<file path="config.mk">
export PLATFORM = sky130hd
export DESIGN_NAME = apc_cell
export DESIGN_NICKNAME = d
export VERILOG_FILES = /design/src/sv/apc_pkg.sv /design/src/sv/apc_cell.sv
export SDC_FILE = /design/constraint.sdc
export NUM_CORES = 1
export LEC_CHECK = 0
export BUFFER_PORTS_ARGS = -buffer_cell sky130_fd_sc_hd__buf_4
export CORE_ASPECT_RATIO = 0.6
export CORE_MARGIN = 1
export CORE_UTILIZATION = 50
export CTS_BUF_LIST = sky130_fd_sc_hd__clkbuf_16
export DETAILED_ROUTE_END_ITERATION = 10
export PLACE_DENSITY_LB_ADDON = 0.25
export SETUP_SLACK_MARGIN = 0.2
export SYNTH_ARGS = -nofsm -noshare
export SYNTH_HDL_FRONTEND = slang
export SYNTH_SLANG_ARGS = --single-unit
</file>
<file path="constraint.sdc">
create_clock -name clk -period 10 [get_ports clk]
set_input_delay 3 -clock clk [delete_from_list [all_inputs] [get_ports clk]]
set_output_delay 3 -clock clk [all_outputs]
set_load 0.005 [all_outputs]
</file>
<file path="src/sv/apc_pkg.sv">
`default_nettype none
// ----------------------------------------------------------------------------
// Access pattern classifier package
// Pattern codes, pair class indexes, controller states and the link type that
// joins neighboring history cells.
// ----------------------------------------------------------------------------
package apc_pkg;

	// Width of one recorded offset and of the block size register.
	localparam int unsigned OFFSET_W = 32;

	// Number of pair classes counted in each cell.
	localparam int unsigned NUM_CLASSES = 4;

	// Largest value that the pairs_seen field can show.
	localparam int unsigned PAIRS_MAX = 15;

	// Kept pattern codes as they appear on the result word.
	typedef enum logic [2:0] {
		PAT_UNKNOWN    = 3'd0,
		PAT_SEQUENTIAL = 3'd1,
		PAT_STREAMING  = 3'd2,
		PAT_REUSE      = 3'd3,
		PAT_RANDOM     = 3'd4
	} pattern_t;

	// Bit positions of the one-hot pair class and of the per-class counters.
	localparam int unsigned CLS_SEQ = 0;
	localparam int unsigned CLS_STR = 1;
	localparam int unsigned CLS_REU = 2;
	localparam int unsigned CLS_RND = 3;

	// Controller states.
	typedef enum logic [1:0] {
		ST_IDLE,
		ST_RUN,
		ST_DONE
	} state_t;

	// Data handed from one history cell to its older neighbor.
	typedef struct packed {
		logic                vld;
		logic [OFFSET_W-1:0] offset;
	} cell_link_t;

endpackage : apc_pkg
`default_nettype wire

</file>
<file path="src/sv/apc_cell.sv">
`default_nettype none
// ----------------------------------------------------------------------------
// Access pattern classifier history cell
// Holds one offset, classifies it against its newer neighbor and adds the
// class to the running per-class counts that ripple down the chain.
// ----------------------------------------------------------------------------
module apc_cell
	import apc_pkg::*;
#(
	parameter int unsigned CW = 4
) (
	input  wire logic                            clk,
	input  wire logic                            arst_n,
	input  wire logic                            shift_en,
	input  wire cell_link_t                      link_in,
	input  wire logic [OFFSET_W-1:0]             block_size,
	input  wire logic [NUM_CLASSES-1:0][CW-1:0]  acc_in,
	output      cell_link_t                      link_out,
	output      logic [NUM_CLASSES-1:0][CW-1:0]  acc_out
);

	logic [OFFSET_W-1:0]            offset_q;
	logic                           vld_q;
	logic [NUM_CLASSES-1:0]         cls_q;
	logic [NUM_CLASSES-1:0][CW-1:0] acc_q;

	logic [OFFSET_W:0]              diff;
	logic [OFFSET_W-1:0]            mag;
	logic [OFFSET_W-1:0]            quarter;
	logic                           pair_ok;
	logic [NUM_CLASSES-1:0]         cls_d;

	// Offset storage shifts one cell older on every accepted word.
	always_ff @(posedge clk or negedge arst_n) begin
		if (!arst_n) begin
			vld_q <= 1'b0;
		end else if (shift_en) begin
			vld_q <= link_in.vld;
		end
	end

	always_ff @(posedge clk) begin
		if (shift_en) begin
			offset_q <= link_in.offset;
		end
	end

	assign link_out.vld    = vld_q;
	assign link_out.offset = offset_q;

	// Classify the pair formed by the newer neighbor and this cell. Nothing is
	// counted in the cycle a word shifts in, so the newest pair is seen only
	// once the history has moved and not also against the incoming word.
	always_comb begin
		diff    = {1'b0, link_in.offset} - {1'b0, offset_q};
		mag     = (link_in.offset >= offset_q) ? (link_in.offset - offset_q)
		                                       : (offset_q - link_in.offset);
		quarter = block_size >> 2;
		pair_ok = link_in.vld & vld_q & ~shift_en;
		cls_d   = '0;
		if (pair_ok) begin
			if (diff == {1'b0, block_size}) begin
				cls_d[CLS_SEQ] = 1'b1;
			end else if (link_in.offset == offset_q) begin
				cls_d[CLS_REU] = 1'b1;
			end else if (mag < quarter) begin
				cls_d[CLS_STR] = 1'b1;
			end else begin
				cls_d[CLS_RND] = 1'b1;
			end
		end
	end

	// Registered class and running counts handed to the older neighbor.
	always_ff @(posedge clk or negedge arst_n) begin
		if (!arst_n) begin
			cls_q <= '0;
			acc_q <= '0;
		end else begin
			cls_q <= cls_d;
			for (int k = 0; k < NUM_CLASSES; k++) begin
				acc_q[k] <= acc_in[k] + CW'(cls_q[k]);
			end
		end
	end

	assign acc_out = acc_q;

endmodule : apc_cell
`default_nettype wire
</file>
Word-level counts from Yosys, hierarchy flattened --
Cells that the tools add are included.
Word-level totals: input port bits 84, output and inout bits 49, bits in registers 53, logic and storage cells 30
Cells by class: equal/unequal tests 2, bitwise logic cells 3, mux-type cells 9, magnitude comparators 2, $add $sub $neg 7
Operator list (number):
- $sub A32 B32 Y32 | 2
- $eq A33 B32 Y1 | 1
- $sub A32 B32 Y33 | 1
- $eq A32 B32 Y1 | 1
- $ge A32 B32 Y1 | 1
- $lt A32 B30 Y1 | 1
- $mux W32 | 1
- $add A4 B1 Y4 | 4
- $mux W1 | 6
- $mux W4 | 1
- $mux W3 | 1
- $and A1 B1 Y1 | 2
- $not A1 Y1 | 1

Logic depth before layout (Yosys ltp) --
depth in word-level cells 7, gate-level depth with buffers 24, gate-level depth less buffers 23

Worst setup path after synthesis --
No wires, ideal clock.
kind input port to flip-flop, start point input link_in[0] (netlist name), end point register cls_q[3], buffers on the path 2, setup slack 2.985 ns, arrival time 6.895 ns, data required time 9.880 ns, library setup time 0.120 ns, stages 23, path through inv_1 -> ha_1 -> inv_1 -> fa_1 -> nand3_1 -> a21o_4 -> nand2_1 -> a211oi_2 -> o311ai_2 -> a21o_1 -> buf_2 -> buf_2 -> a21oi_1 -> xnor2_1 -> ha_1 -> a2111oi_0 -> o21ai_0 -> o2111ai_1 -> o211ai_1 -> a21oi_1 -> o31ai_1 -> a221o_1 -> nor3b_1
On the way: cells in the longest elaborated chain, start to end 7, elaborated cells on any way between the ends 12, those cells by class 3 x add/sub; 2 x order compare; 2 x eq/ne; 5 x mux
RTL lines:
- from (decl) | RTL line apc_cell.sv:15 | input wire cell_link_t link_in,
- $sub A32 B32 Y32 (tied with other cells) | RTL line apc_cell.sv:57 | : (offset_q - link_in.offset);
- $mux W32 | RTL line apc_cell.sv:56 | mag = (link_in.offset >= offset_q) ? (link_in.offset - offset_q)
- $lt A32 B30 Y1 | RTL line apc_cell.sv:66 | end else if (mag < quarter) begin
- $mux W1 | RTL line apc_cell.sv:66
- $mux W1 | RTL line apc_cell.sv:64 | end else if (link_in.offset == offset_q) begin
- $mux W3 (*) | RTL line apc_cell.sv:62 | if (diff == {1'b0, block_size}) begin
- $mux W4 (*) | RTL line apc_cell.sv:61 | if (pair_ok) begin
- net cls_d[3] | RTL line apc_cell.sv:31 | logic [NUM_CLASSES-1:0] cls_d;
- to (signal assigned) | RTL line apc_cell.sv:80 | cls_q <= cls_d;
- to (decl) | RTL line apc_cell.sv:24 | logic [NUM_CLASSES-1:0] cls_q;
Mark *: on every way through the listed nets, which the timed path passes. The rest lies on a longest branch. A chain may end at the register's enable or synchronous reset.

Worst setup path in the final report --
start point input link_in[17] (netlist name), end point register cls_q[3]
The elaborated chain is that of the path after synthesis.

==> metrics.cfg <==
[cts]
cts_buffer_depth = 2
htreeDepth = 2
clkTransAtPathRegs_ns = 0.09
clk_latency_ns = 0.33
cts_setup_buffers = 0
cts-resized-gates = 0
clkSinkCount = 53
hold_buffers = 0
cts_root_buf = clkbuf_16
cts_tree = built
numCtsBuffers = 5

[status]
outcome = complete, but fails checks
violations = design-rule violations

[min_path]
holdCritStartpoint = cls_q[0]
min_path_cells = 1
hp-class = flip-flop to flip-flop

[layout]
register_area_um2 = 1490
final_common_cell = buf_4
area_growth_pct = 16.0
most-common-layout-cells = buf_4 (135), inv_1 (104), ha_1 (100), a21oi_1 (91), nand2_1 (62)
fin_cells = 1219
num_antenna_cells = 0
nets = 1206
multiInputGateArea_um2 = 5320
drive_above_1_share_pct = 16.7
fillers = 1367

[global_route]
grt_max_degree = 36
grt_overflow = 0
grt_pass1_wl_mm = 37.5
first_global_vias = 6673
antenna_found_initial = 0
grt.total_usage_pct = 32.3

[sta]
period_needed_ns = 8.40
fin_ws_ns = 1.60
finalHoldViolCount = 0
fmax_ghz = 0.119
setup-tns-final_ns = 0
whs_ns = 0.477
fin_skew_ns = 0.0243
tightest_slew_ns = 0.885
post-route-period-util_pct = 84.0
slew_violations = 0
rsz0062_at_grt = false
setup_violations = 0
maxSlewHeadroom_pct = 40.3

[synth]
synth_cells = 916
ys_types = 81
ys_seq_elements = 53
syn_nets = 1102
synth_edf_count = 32
synth_area_um2 = 7420
async_flop_share_pct = 39.6
ys.flop_type = edfxtp_1
ys_warn_count = 0
synth_seq_area_share_pct = 20.0
syn_area_per_cell_um2 = 8.10

[setup_path]
cp-start-kind = primary input
path_class = primary input to flip-flop
rr_startpoint = offset_q[17]
critPathMaxStageDelay_ns = 0.63
path_cells = buf_4 -> inv_1 -> ha_1 -> and4_4 -> and2_4 -> nand2_1 -> or4b_1 -> nand2_1 -> a21o_1 -> buf_4 -> a211oi_1 -> a21oi_1 -> xnor2_1 -> ha_1 -> a2111oi_0 -> o21ai_0 -> o2111ai_1 -> o211ai_1 -> a21oi_1 -> o31ai_1 -> a221o_1 -> nor3b_1
crit_fanout = 18
cp_slowest_cell = ha_1
cp_num_buf_inv = 3
end_kind = flip-flop
required_ns = 10.22
critPathArrivalTime_ns = 8.61
critical_path.top_delay_family = compound AO/OA/AOI/OAI gates
worst_r2r_path_depth = 20
crit_cells = 22
critical_path.startpoint = link_in[17]

[floorplanning]
die_width_um = 159
dieArea_um2 = 15300
core.rowCount = 34
core_area_um2 = 14500
start_util_pct = 51.1
ios = 133
fp.dieH_um = 96.4

[pwr]
p_leak_nw = 4.07
ir_drop_uv = 88.1
total_power_mw = 1.14
power_density_nw_per_um2 = 132

[place]
place_ws_ns = 1.45
port_buffers = 132
finalWeightedCongestion = 1.00
dp_hpwl_mm = 20.3
dp.cells = 1211

[detailed_routing]
postRouteWirelength_mm = 24.9
antenna_left = 0
dr_total_vias = 7496
via_per_inst = 6.15
wl_per_cell_um = 20.4
initialDrtViolationCount = 789
drt-pass1-iter-count = 8
drc_errors = 2

[run]
maxCapViolCount = 0

-- sequential cells by signal, indices dropped and copies added, names as in the netlist --
signal and flops:
acc_out 16, cls_q 4, offset_q 32, vld_q 1
-- logic make-up (layout without fill, tap and decap cells) --
logic type               after synthesis  in the layout  share of synthesized area, %
adder cells (fa/ha/maj)              102            102                          17.4
multiplexers                          21             21                          3.00
XOR/XNOR                              77             77                          9.09
AND/OR/NAND/NOR                      231            231                          16.1
AO/OA/AOI/OAI                        290            290                          26.0
flip-flops                            53             53                          20.0
buffers and inverters                142            247                          8.38
-- area by class of cell --
| cell class | instances | share of cell area [%] |
|---|---|---|
| multi-input cells | 721 | 61.8 |
| flip-flops and latches | 53 | 17.3 |
| repair buffers | 135 | 11.8 |
| clock inverters | 3 | 0.334 |
| inverters | 104 | 4.54 |
| clock buffers | 5 | 1.45 |
| well taps | 198 | 2.88 |
-- routing by layer --
layer	up-vias	share of wire, %	GRT usage [%]	routed length [µm]
met5	-	0	0	0
li1	3515	-	-	-
met3	28	12	8.57	3060
met1	3507	49	48.6	12100
met4	0	1.4	6.65	358
met2	446	38	45.0	9340
-- metrics by stage --
step / utilization [%] / cell area, µm²
2_1_floorplan: - / 7420
3_3_place_gp: 58.3 / 8450
3_5_place_dp: 58.3 / 8450
4_1_cts: 59.3 / 8610
5_1_grt: 59.3 / 8610
6_report: 59.3 / 8610
-- report_power, final --
group	internal [mW]	total (mW)	switching, mW
clock network	0.0977	0.210	0.112
registers	0.250	0.260	0.0105
logic	0.263	0.669	0.406
total	0.610	1.14	0.529
-- cells in the mapped netlist (7+ instances only) --
| cell | number | area share [%] |
|---|---|---|
| dfrtp_1 | 21 | 7.1 |
| nor2_1 | 55 | 2.8 |
| a21oi_1 | 92 | 6.2 |
| nor3_1 | 9 | 0.61 |
| o21a_1 | 11 | 1.1 |
| buf_2 | 20 | 1.3 |
| xnor2_1 | 48 | 5.7 |
| nor4_1 | 7 | 0.59 |
| nand2_1 | 62 | 3.1 |
| a31oi_1 | 7 | 0.59 |
| nand4_1 | 25 | 2.1 |
| clkbuf_1 | 7 | 0.35 |
| o21bai_1 | 10 | 1.0 |
| ha_1 | 100 | 17 |
| o21ai_0 | 51 | 3.4 |
| a211oi_1 | 14 | 1.4 |
| inv_1 | 104 | 5.3 |
| xor2_1 | 29 | 3.4 |
| edfxtp_1 | 32 | 13 |
| nand3_1 | 19 | 1.3 |
| o211ai_1 | 9 | 0.91 |
| mux2i_1 | 14 | 1.9 |
| a21o_1 | 31 | 3.1 |
-- worst paths after layout --
kind / end / slack (ns)
worst min-delay path: acc_out[0] / 0.48
worst max-delay path: cls_q[3] / 1.60
min in group asynchronous: cls_q[1] / 2.53
worst min register to register: acc_out[0] / 0.48
worst max register to register: cls_q[3] / 3.94
max in group asynchronous: cls_q[0] / 7.24
(Power assumes the default switching activity.)
